## src/hdl/jnp_pkg.sv

```systemverilog
// Shared types and constants for the JSON nesting prefilter.
package jnp_pkg;

   // Byte codes the front end looks for.
   localparam logic [7:0] CHAR_NUL       = 8'h00;
   localparam logic [7:0] CHAR_BACKSLASH = 8'h5C;
   localparam logic [7:0] CHAR_QUOTE     = 8'h22;
   localparam logic [7:0] CHAR_LBRACE    = 8'h7B;
   localparam logic [7:0] CHAR_LBRACKET  = 8'h5B;
   localparam logic [7:0] CHAR_RBRACE    = 8'h7D;
   localparam logic [7:0] CHAR_RBRACKET  = 8'h5D;
   localparam logic [7:0] CHAR_LOWER_U   = 8'h75;
   localparam logic [7:0] CHAR_DIGIT_0   = 8'h30;

   // Progress through the backslash-u0000 escape.
   localparam logic [2:0] ESC_POS_IDLE = 3'd0;
   localparam logic [2:0] ESC_POS_U    = 3'd1;
   localparam logic [2:0] ESC_POS_LAST = 3'd5;

   localparam logic [3:0] MAX_DEPTH_RESET = 4'd4;
   localparam logic [4:0] DEPTH_CEILING   = 5'd16;

   typedef enum logic [2:0] {
      FAIL_NONE      = 3'd0,
      FAIL_ZERO_BYTE = 3'd1,
      FAIL_NULL_ESC  = 3'd2,
      FAIL_TOO_DEEP  = 3'd3,
      FAIL_STRAY     = 3'd4,
      FAIL_UNCLOSED  = 3'd5
   } fail_reason_type;

   // One classified text byte.
   typedef struct packed {
      logic is_nul;
      logic is_backslash;
      logic is_quote;
      logic is_open;
      logic is_close;
      logic is_lower_u;
      logic is_digit_0;
      logic last;
   } scan_item_type;

   // Handshake toward the downstream side of the queue.
   typedef struct packed {
      logic          valid;
      scan_item_type item;
   } scan_chan_type;

endpackage

```

## src/hdl/jnp_ifs.sv

```systemverilog
// Request and response stream interfaces of the JSON nesting prefilter.
interface jnp_req_if;
   logic       valid;
   logic       ready;
   logic [7:0] text_byte;
   logic       end_of_text;

   modport source (output valid, output text_byte, output end_of_text, input ready);
   modport sink (input valid, input text_byte, input end_of_text, output ready);
endinterface

interface jnp_rsp_if;
   logic       valid;
   logic       ready;
   logic       accepted;
   logic [2:0] fail_reason;

   modport source (output valid, output accepted, output fail_reason, input ready);
   modport sink (input valid, input accepted, input fail_reason, output ready);
endinterface

```

## src/hdl/jnp_front.sv

```systemverilog
// Front end: accept request bytes and classify them into scan items.
module jnp_front
   import jnp_pkg::*;
(
   input  logic          clock,
   input  logic          reset,
   jnp_req_if.sink       req_bus,
   output scan_chan_type front_out,
   input  logic          front_ready
);

   logic          stage_valid_ff;
   logic          stage_valid_in;
   scan_item_type stage_item_ff;
   scan_item_type stage_item_in;
   logic          req_take;

   assign req_bus.ready = !stage_valid_ff || front_ready;
   assign req_take      = req_bus.valid && req_bus.ready;

   always_comb begin
      stage_item_in.is_nul       = (req_bus.text_byte == CHAR_NUL);
      stage_item_in.is_backslash = (req_bus.text_byte == CHAR_BACKSLASH);
      stage_item_in.is_quote     = (req_bus.text_byte == CHAR_QUOTE);
      stage_item_in.is_open      = (req_bus.text_byte == CHAR_LBRACE) ||
                                   (req_bus.text_byte == CHAR_LBRACKET);
      stage_item_in.is_close     = (req_bus.text_byte == CHAR_RBRACE) ||
                                   (req_bus.text_byte == CHAR_RBRACKET);
      stage_item_in.is_lower_u   = (req_bus.text_byte == CHAR_LOWER_U);
      stage_item_in.is_digit_0   = (req_bus.text_byte == CHAR_DIGIT_0);
      stage_item_in.last         = req_bus.end_of_text;
   end

   always_comb begin
      stage_valid_in = stage_valid_ff;
      if (req_take) begin
         stage_valid_in = 1'b1;
      end else if (front_ready) begin
         stage_valid_in = 1'b0;
      end
   end

   always_ff @(posedge clock) begin
      if (reset) begin
         stage_valid_ff <= 1'b0;
      end else begin
         stage_valid_ff <= stage_valid_in;
      end
   end

   always_ff @(posedge clock) begin
      if (req_take) begin
         stage_item_ff <= stage_item_in;
      end
   end

   assign front_out.valid = stage_valid_ff;
   assign front_out.item  = stage_item_ff;

endmodule

```

## src/hdl/jnp_queue.sv

```systemverilog
// Short queue of scan items between the front end and the scanner.
module jnp_queue
   import jnp_pkg::*;
#(
   parameter int QUEUE_DEPTH = 4
) (
   input  logic          clock,
   input  logic          reset,
   input  scan_chan_type push_chan,
   output logic          push_ready,
   output scan_chan_type pop_chan,
   input  logic          pop_ready
);

   localparam int PtrW = $clog2(QUEUE_DEPTH);
   localparam int CntW = $clog2(QUEUE_DEPTH + 1);
   localparam logic [PtrW-1:0] PtrLast = PtrW'(QUEUE_DEPTH - 1);
   localparam logic [CntW-1:0] CntFull = CntW'(QUEUE_DEPTH);

   scan_item_type slot_ff [QUEUE_DEPTH];
   logic [PtrW-1:0] wr_ptr_ff;
   logic [PtrW-1:0] wr_ptr_in;
   logic [PtrW-1:0] rd_ptr_ff;
   logic [PtrW-1:0] rd_ptr_in;
   logic [CntW-1:0] count_ff;
   logic [CntW-1:0] count_in;
   logic            push;
   logic            pop;

   assign push_ready     = (count_ff != CntFull);
   assign push           = push_chan.valid && push_ready;
   assign pop_chan.valid = (count_ff != '0);
   assign pop_chan.item  = slot_ff[rd_ptr_ff];
   assign pop            = pop_chan.valid && pop_ready;

   always_comb begin
      wr_ptr_in = wr_ptr_ff;
      rd_ptr_in = rd_ptr_ff;
      count_in  = count_ff;
      if (push) begin
         wr_ptr_in = (wr_ptr_ff == PtrLast) ? '0 : wr_ptr_ff + 1'b1;
      end
      if (pop) begin
         rd_ptr_in = (rd_ptr_ff == PtrLast) ? '0 : rd_ptr_ff + 1'b1;
      end
      if (push && !pop) begin
         count_in = count_ff + 1'b1;
      end else if (pop && !push) begin
         count_in = count_ff - 1'b1;
      end
   end

   always_ff @(posedge clock) begin
      if (reset) begin
         wr_ptr_ff <= '0;
         rd_ptr_ff <= '0;
         count_ff  <= '0;
      end else begin
         wr_ptr_ff <= wr_ptr_in;
         rd_ptr_ff <= rd_ptr_in;
         count_ff  <= count_in;
      end
   end

   always_ff @(posedge clock) begin
      if (push) begin
         slot_ff[wr_ptr_ff] <= push_chan.item;
      end
   end

   a_count_bounded: assert property (@(posedge clock) disable iff (reset)
      count_ff <= CntFull)
      else $error("queue count beyond depth");

   a_count_tracks: assert property (@(posedge clock) disable iff (reset)
      (push && !pop) |=> (count_ff == $past(count_ff) + 1'b1))
      else $error("queue count missed a push");

endmodule

```

## src/hdl/jnp_back.sv

```systemverilog
// Scanner: track nesting, strings and escapes, and deliver one verdict per document.
module jnp_back
   import jnp_pkg::*;
(
   input  logic          clock,
   input  logic          reset,
   input  logic          csr_wr_en,
   input  logic [3:0]    csr_wr_data,
   input  scan_chan_type scan_chan,
   output logic          scan_ready,
   jnp_rsp_if.source     rsp_bus
);

   logic [3:0]      max_depth_ff;
   logic [4:0]      depth_ff;
   logic [4:0]      depth_in;
   logic            in_string_ff;
   logic            in_string_in;
   logic            after_bs_ff;
   logic            after_bs_in;
   logic [2:0]      esc_pos_ff;
   logic [2:0]      esc_pos_in;
   fail_reason_type error_ff;
   fail_reason_type error_in;
   logic            rsp_valid_ff;
   logic            rsp_valid_in;
   logic            accepted_ff;
   logic            accepted_in;
   fail_reason_type reason_ff;
   fail_reason_type reason_in;
   logic            pop;
   scan_item_type   it;

   assign it         = scan_chan.item;
   // Hold a finished document back only while the verdict slot is still taken.
   assign scan_ready = !it.last || !rsp_valid_ff || rsp_bus.ready;
   assign pop        = scan_chan.valid && scan_ready;

   always_comb begin
      logic            esc_hit;
      logic [2:0]      esc_next;
      logic [4:0]      depth_inc;
      fail_reason_type verdict;

      depth_in     = depth_ff;
      in_string_in = in_string_ff;
      after_bs_in  = after_bs_ff;
      esc_pos_in   = esc_pos_ff;
      error_in     = error_ff;
      rsp_valid_in = rsp_valid_ff && !rsp_bus.ready;
      accepted_in  = accepted_ff;
      reason_in    = reason_ff;
      esc_hit      = 1'b0;
      esc_next     = esc_pos_ff;
      depth_inc    = depth_ff + 5'd1;
      verdict      = FAIL_NONE;

      if (pop) begin
         if (error_ff == FAIL_NONE) begin
            if (it.is_nul) begin
               error_in = FAIL_ZERO_BYTE;
            end else begin
               if (esc_pos_ff != ESC_POS_IDLE) begin
                  if ((esc_pos_ff == ESC_POS_U) ? it.is_lower_u : it.is_digit_0) begin
                     if (esc_pos_ff == ESC_POS_LAST) begin
                        esc_hit = 1'b1;
                     end else begin
                        esc_next = esc_pos_ff + 3'd1;
                     end
                  end else begin
                     esc_next = ESC_POS_IDLE;
                  end
               end
               if (esc_hit) begin
                  error_in   = FAIL_NULL_ESC;
                  esc_pos_in = ESC_POS_IDLE;
               end else begin
                  esc_pos_in = esc_next;
                  if (in_string_ff) begin
                     if (after_bs_ff) begin
                        after_bs_in = 1'b0;
                     end else if (it.is_backslash) begin
                        after_bs_in = 1'b1;
                        esc_pos_in  = ESC_POS_U;
                     end else if (it.is_quote) begin
                        in_string_in = 1'b0;
                     end
                  end else if (it.is_quote) begin
                     in_string_in = 1'b1;
                  end else if (it.is_open) begin
                     depth_in = depth_inc;
                     if (depth_inc > {1'b0, max_depth_ff}) begin
                        error_in = FAIL_TOO_DEEP;
                     end
                  end else if (it.is_close) begin
                     if (depth_ff == '0) begin
                        error_in = FAIL_STRAY;
                     end else begin
                        depth_in = depth_ff - 5'd1;
                     end
                  end
               end
            end
         end

         if (it.last) begin
            verdict = error_in;
            if (verdict == FAIL_NONE && (depth_in != '0 || in_string_in)) begin
               verdict = FAIL_UNCLOSED;
            end
            rsp_valid_in = 1'b1;
            accepted_in  = (verdict == FAIL_NONE);
            reason_in    = verdict;
            // Clear everything for the next document.
            depth_in     = '0;
            in_string_in = 1'b0;
            after_bs_in  = 1'b0;
            esc_pos_in   = ESC_POS_IDLE;
            error_in     = FAIL_NONE;
         end
      end
   end

   always_ff @(posedge clock) begin
      if (reset) begin
         max_depth_ff <= MAX_DEPTH_RESET;
         depth_ff     <= '0;
         in_string_ff <= 1'b0;
         after_bs_ff  <= 1'b0;
         esc_pos_ff   <= ESC_POS_IDLE;
         error_ff     <= FAIL_NONE;
         rsp_valid_ff <= 1'b0;
      end else begin
         if (csr_wr_en) begin
            max_depth_ff <= csr_wr_data;
         end
         depth_ff     <= depth_in;
         in_string_ff <= in_string_in;
         after_bs_ff  <= after_bs_in;
         esc_pos_ff   <= esc_pos_in;
         error_ff     <= error_in;
         rsp_valid_ff <= rsp_valid_in;
      end
   end

   always_ff @(posedge clock) begin
      accepted_ff <= accepted_in;
      reason_ff   <= reason_in;
   end

   assign rsp_bus.valid       = rsp_valid_ff;
   assign rsp_bus.accepted    = accepted_ff;
   assign rsp_bus.fail_reason = reason_ff;

   a_depth_bounded: assert property (@(posedge clock) disable iff (reset)
      depth_ff <= DEPTH_CEILING)
      else $error("nesting depth past the ceiling");

   a_error_sticky: assert property (@(posedge clock) disable iff (reset)
      (error_ff != FAIL_NONE && !(pop && it.last)) |=> (error_ff == $past(error_ff)))
      else $error("first error overwritten inside a document");

   a_esc_pos_range: assert property (@(posedge clock) disable iff (reset)
      esc_pos_ff <= ESC_POS_LAST)
      else $error("escape match position out of range");

   a_verdict_from_last: assert property (@(posedge clock) disable iff (reset)
      $rose(rsp_valid_ff) |-> $past(pop && it.last))
      else $error("verdict raised without a final byte");

endmodule

```

## src/hdl/json_nesting_prefilter.sv

```systemverilog
// A request byte is classified on the cycle it is taken; a verdict reaches the response once the
// final byte of a document passes the front-end register, a queue slot and the response register.
// Throughput: one byte per cycle while the queue has room and no final byte waits on a verdict
// not yet taken; the queue and the verdict register let the request side keep streaming while a
// verdict waits to be taken. Reset (synchronous, active high) empties the pipeline, clears the
// scan state and sets the depth limit to 4; the block is ready for requests once reset is released.
module json_nesting_prefilter
   import jnp_pkg::*;
#(
   parameter int QUEUE_DEPTH = 4
) (
   input  logic        clock,
   input  logic        reset,
   input  logic        csr_wr_en,
   input  logic [3:0]  csr_wr_data,
   jnp_req_if.sink     req_bus,
   jnp_rsp_if.source   rsp_bus
);

   // Classified bytes leave the front end here and enter the queue.
   scan_chan_type front_chan;
   logic          front_ready;
   // Queue head toward the scanner.
   scan_chan_type scan_chan;
   logic          scan_ready;

   // Front end: take a request byte, classify it, and hold it in a register until the queue takes it.
   jnp_front u_front (
      .clock       (clock),
      .reset       (reset),
      .req_bus     (req_bus),
      .front_out   (front_chan),
      .front_ready (front_ready)
   );

   // Decouple the two sides so a stalled verdict does not stop the request stream at once.
   jnp_queue #(
      .QUEUE_DEPTH (QUEUE_DEPTH)
   ) u_queue (
      .clock      (clock),
      .reset      (reset),
      .push_chan  (front_chan),
      .push_ready (front_ready),
      .pop_chan   (scan_chan),
      .pop_ready  (scan_ready)
   );

   // Scanner: advance depth, string and escape state, keep the first error, and
   // drop a verdict into the response register on the last byte of each document.
   jnp_back u_back (
      .clock       (clock),
      .reset       (reset),
      .csr_wr_en   (csr_wr_en),
      .csr_wr_data (csr_wr_data),
      .scan_chan   (scan_chan),
      .scan_ready  (scan_ready),
      .rsp_bus     (rsp_bus)
   );

endmodule
```

## src/flat_wrapper.sv

```systemverilog
// flat-port wrapper written by rule: the top's interface ports become plain ports
module json_nesting_prefilter_flat import jnp_pkg::*;
#(
   parameter int QUEUE_DEPTH = 4
)
  (clock, reset, csr_wr_en, csr_wr_data, req_bus_valid, req_bus_text_byte, req_bus_end_of_text, req_bus_ready, rsp_bus_valid, rsp_bus_accepted, rsp_bus_fail_reason, rsp_bus_ready);
  jnp_req_if req_bus_i ();
  jnp_rsp_if rsp_bus_i ();
  input  logic clock;
  input  logic reset;
  input  logic csr_wr_en;
  input  logic [3:0] csr_wr_data;
  input wire logic [$bits(req_bus_i.valid)-1:0] req_bus_valid;
  input wire logic [$bits(req_bus_i.text_byte)-1:0] req_bus_text_byte;
  input wire logic [$bits(req_bus_i.end_of_text)-1:0] req_bus_end_of_text;
  output wire logic [$bits(req_bus_i.ready)-1:0] req_bus_ready;
  output wire logic [$bits(rsp_bus_i.valid)-1:0] rsp_bus_valid;
  output wire logic [$bits(rsp_bus_i.accepted)-1:0] rsp_bus_accepted;
  output wire logic [$bits(rsp_bus_i.fail_reason)-1:0] rsp_bus_fail_reason;
  input wire logic [$bits(rsp_bus_i.ready)-1:0] rsp_bus_ready;
  assign req_bus_i.valid = req_bus_valid;
  assign req_bus_i.text_byte = req_bus_text_byte;
  assign req_bus_i.end_of_text = req_bus_end_of_text;
  assign req_bus_ready = req_bus_i.ready;
  assign rsp_bus_valid = rsp_bus_i.valid;
  assign rsp_bus_accepted = rsp_bus_i.accepted;
  assign rsp_bus_fail_reason = rsp_bus_i.fail_reason;
  assign rsp_bus_i.ready = rsp_bus_ready;
  json_nesting_prefilter #(.QUEUE_DEPTH(QUEUE_DEPTH)) u_core (.clock(clock), .reset(reset), .csr_wr_en(csr_wr_en), .csr_wr_data(csr_wr_data), .req_bus(req_bus_i), .rsp_bus(rsp_bus_i));
endmodule
```

## config.mk

```make
export PLATFORM = sky130hd
export DESIGN_NAME = json_nesting_prefilter_flat
export DESIGN_NICKNAME = d
export VERILOG_FILES = /design/src/hdl/jnp_pkg.sv /design/src/hdl/jnp_ifs.sv /design/src/hdl/jnp_front.sv /design/src/hdl/jnp_queue.sv /design/src/hdl/jnp_back.sv /design/src/hdl/json_nesting_prefilter.sv /design/src/flat_wrapper.sv
export SDC_FILE = /design/constraint.sdc
export NUM_CORES = 1
export LEC_CHECK = 0
export BUFFER_PORTS_ARGS = -buffer_cell sky130_fd_sc_hd__buf_2
export CAP_MARGIN = 30
export CELL_PAD_IN_SITES_DETAIL_PLACEMENT = 0
export CELL_PAD_IN_SITES_GLOBAL_PLACEMENT = 1
export CORE_AREA = 2 2 99 101
export CTS_CLUSTER_DIAMETER = 40
export DETAILED_ROUTE_END_ITERATION = 10
export DIE_AREA = 0 0 101 103
export PLACE_DENSITY = 0.72
export RECOVER_POWER = 100
export SYNTH_ARGS = -nofsm -noshare
export SYNTH_HDL_FRONTEND = slang
export SYNTH_SLANG_ARGS = --single-unit
```

## constraint.sdc

```tcl
create_clock -name clock -period 2.9 [get_ports clock]
set_clock_uncertainty 0.1 [all_clocks]
set_input_delay 0.29 -clock clock [delete_from_list [all_inputs] [get_ports clock]]
set_output_delay 0.29 -clock clock [all_outputs]
set_load 0.1 [all_outputs]
```

==> summary.md <==
| Metric | Value |
|---|---|
| Result of the run | complete, no violations |
| Synthesized area per cell | 11.3 um^2 |
| Final antenna-violating net count | 0 |
| Top cells by area, synth | edfxtp_1 (36%), dfxtp_1 (15%), ha_1 (5.2%) |
| Clk sinks | 72 |
| Synth unique cells | 63 |
| Share of flip-flops with an asynchronous set or reset after synthesis | 0 |
| Root Buffer | clkbuf_8 |
| Highest clock frequency the design can meet | 359 MHz |
| Cell area power density | 914 mW/mm^2 |
| Core area | 0.00946 mm^2 |
| Shortest clock period the worst path allows after layout | 2.79 ns |
| Crit Path Class | reg -> reg |
| Max cap viols | 0 |
| Final Cycle Share | 0.961 |
| Initial DRC count | 92 |
| Area taken by multi-input logic gates | 0.00164 mm^2 |
| Placed cell area | 0.00408 mm^2 |
| Std-Cell Rows | 36 |
| Final instance area | 0.00425 mm^2 |
| Total negative slack | 0 ns |
| Portion of synthesized cell area occupied by the leading cell type | 0.365 |
| Placed Cells | 480 |
| Total I/O pin count | 24 |
| Post-Syn Instances | 320 |
| Worst VDD drop | 0.296 mV |
| Clock Latency Late Sink | 0.35 ns |
| Total routing resource utilization after global routing | 0.158 |
| Clock tree buffer depth | 2 |
| Data arrival time of the critical path | 2.78 ns |
| Die height | 103 um |
| Die width | 101 um |
| Total grt overflow | 0 |
| Number of vias after detailed routing | 2690 |
| Count of state elements after synthesis | 72 |
| Post-Place Worst Slack | -0.0325 ns |
| Share of final-layout standard cells stronger than drive strength 1 | 0.207 |
| Headroom to the max-slew limit | 0.215 |
| Number of vias per cell after detailed routing | 5.42 |
| H-tree levels | 3 |
| Share of the yosys chip area belonging to registers | 0.519 |
| Via count of the first global-routing pass | 2570 |
| Pin count of the biggest net entering global routing | 27 |
| Effective utilization at floorplan | 0.383 |
| TritonCTS clock tree | built |
| Area of the die | 0.0104 mm^2 |
| Worst Setup Slack, final | 0.113 ns |
| Initial antenna violation count | 0 |
| Critical path launch point type | register |
| Commonest cells in the synthesized netlist | edfxtp_1 (44), nor2_1 (33), dfxtp_1 (28) |
| Worst-path fanout max | 4 |
| DRC | 0 |
| Post-synth EDFFs | 44 |
| Number of max-slew violations in the final report | 0 |
| Final core utilization | 0.450 |
| Number of setup buffers added after CTS | 0 |
| Wire length of the first global-routing pass | 12.6 mm |
| Sequential standard cell area | 0.00188 mm^2 |
| Worst Path Required | 2.90 ns |
| Post-Syn Nets | 354 |
| Count of input and output buffers | 23 |
| GPL Wtd Cong | 0.870 |
| Transition at the pin with the smallest max-transition slack | 1.18 ns |
| HPWL reported at the end of detailed placement | 5.52 mm |
| Area added between synthesis and finish | 17.3% |
| Final instance count without filler cells | 496 |
| Leakage component of the power | 1.58 nW |
| Diodes inserted | 0 |
| Num CTS Buffers | 9 |
| DRT Wirelength | 7.47 mm |
| First-pass detailed-route iteration total | 4 |
| Ys Warns | 0 |
| Top-count cell post-synth | edfxtp_1 |
| Hold Path Class | in -> reg |
| Hold violation total from the final report | 0 |
| Clock slew at reported path FFs | 0.09 ns |
| NumNets Final | 411 |
| Routed wirelength normalized by instance count | 15.1 um |
| Post-synth top flop | edfxtp_1 |
| Category of the worst setup path capture point | register |
| Library cell occupying the most area in the post-synthesis netlist | edfxtp_1 |
| Setup violations, final | 0 |
| # fillers | 912 |
| Summed instance area of the synthesized netlist | 0.00362 mm^2 |
## cell families after synthesis
family,after synthesis,synth area share
AND/OR/NAND/NOR,118,0.175
XOR/XNOR,5,0.0121
adder cells (fa/ha/maj),16,0.0573
buffers and inverters,29,0.0321
flip-flops,72,0.519
multiplexers,18,0.0849
AO/OA/AOI/OAI,62,0.119
## layout by cell type, fill, tap and decap left out, types with 11 or more instances in the layout
master | netlist | routed
buf_2 | 0 | 14
dfxtp_1 | 28 | 26
buf_4 | 0 | 26
nor3_1 | 12 | 12
o21ai_0 | 11 | 11
inv_1 | 19 | 20
nor2_1 | 33 | 33
clkbuf_1 | 8 | 14
a21oi_1 | 15 | 15
edfxtp_1 | 44 | 44
nand2_1 | 17 | 17
ha_1 | 15 | 15
## where the power goes
group | internal, mW | switching (mW) | total [mW] | leakage, nW
Sequential | 1.25 | 0.103 | 1.35 | 0.643
Combinational | 0.717 | 1.07 | 1.79 | 0.846
Clock | 0.329 | 0.421 | 0.751 | 0.0903
## per-stage QoR
step	hold WS, ns	total power, mW
3_3_place_gp	0.365	3.17
2_1_floorplan	0.289	2.55
4_1_cts	0.00778	3.95
3_5_place_dp	0.381	3.18
5_1_grt	0.00194	4.17
6_report	0.0275	3.89
## worst paths after layout
check / start / to / slack, ns / cells after the start
worst max-delay path: u_core.u_back.esc_pos_ff[1] / u_core.u_back.rsp_bus.fail_reason[2] / 0.11 / 10
worst max register to register: u_core.u_back.esc_pos_ff[1] / u_core.u_back.rsp_bus.fail_reason[2] / 0.11 / 10
worst min register to register: u_core.u_back.max_depth_ff[2] / u_core.u_back.max_depth_ff[2] / 0.40 / 2
worst min-delay path: req_bus_end_of_text / u_core.u_front.front_out[0] / 0.03 / 1
## per-layer routing
| layer | vias up | track usage | routed length (um) |
|---|---|---|---|
| met2 | 72 | 0.268 | 3650 |
| met1 | 1283 | 0.193 | 3390 |
| met5 | - | 0 | 0 |
| li1 | 1327 | - | - |
| met3 | 8 | 0.0447 | 335 |
| met4 | 0 | 0.0561 | 84 |
## critical path, cell delays in order, from the launching register on
cell and delay [ns]:
dfxtp_1 0.39, inv_1 0.08, ha_1 0.21, and3_2 0.24
a221oi_1 0.37, buf_4 0.20, nand2_2 0.07, o221a_2 0.33
a2111oi_2 0.30, buf_4 0.18, o21ai_0 0.06
## state kept, by name, indices dropped and copies added, names as in the netlist, named ones only
signal and cells:
u_core.u_queue.slot_ff 32, u_core.u_back.rsp_bus.accepted 1, u_core.u_back.error_ff 3, u_core.u_queue.count_ff 3
u_core.u_back.in_string_ff 1, u_core.u_front.stage_valid_ff 1, u_core.u_back.max_depth_ff 4, u_core.u_back.after_bs_ff 1
u_core.u_back.rsp_bus.fail_reason 3, u_core.u_back.depth_ff 5, u_core.u_front.front_out 8, u_core.u_queue.wr_ptr_ff 2
u_core.u_back.esc_pos_ff 3, u_core.u_back.rsp_bus.valid 1, u_core.u_queue.rd_ptr_ff 2
## timing repair
action,in CTS,in global routing
endpoints found under the setup margin,2,4
resized for setup,1,4
hold buffers,0,0
## final cells by class
type                            count  share of cell area
Tap cell                          114              0.0335
Clock buffer                        9              0.0291
Clock inverter                      7              0.0150
Timing Repair Buffer               55              0.0759
Sequential cell                    72               0.443
Inverter                           20              0.0177
Multi-Input combinational cell    219               0.386
Note: power is estimated with default switching activity, not from simulation.
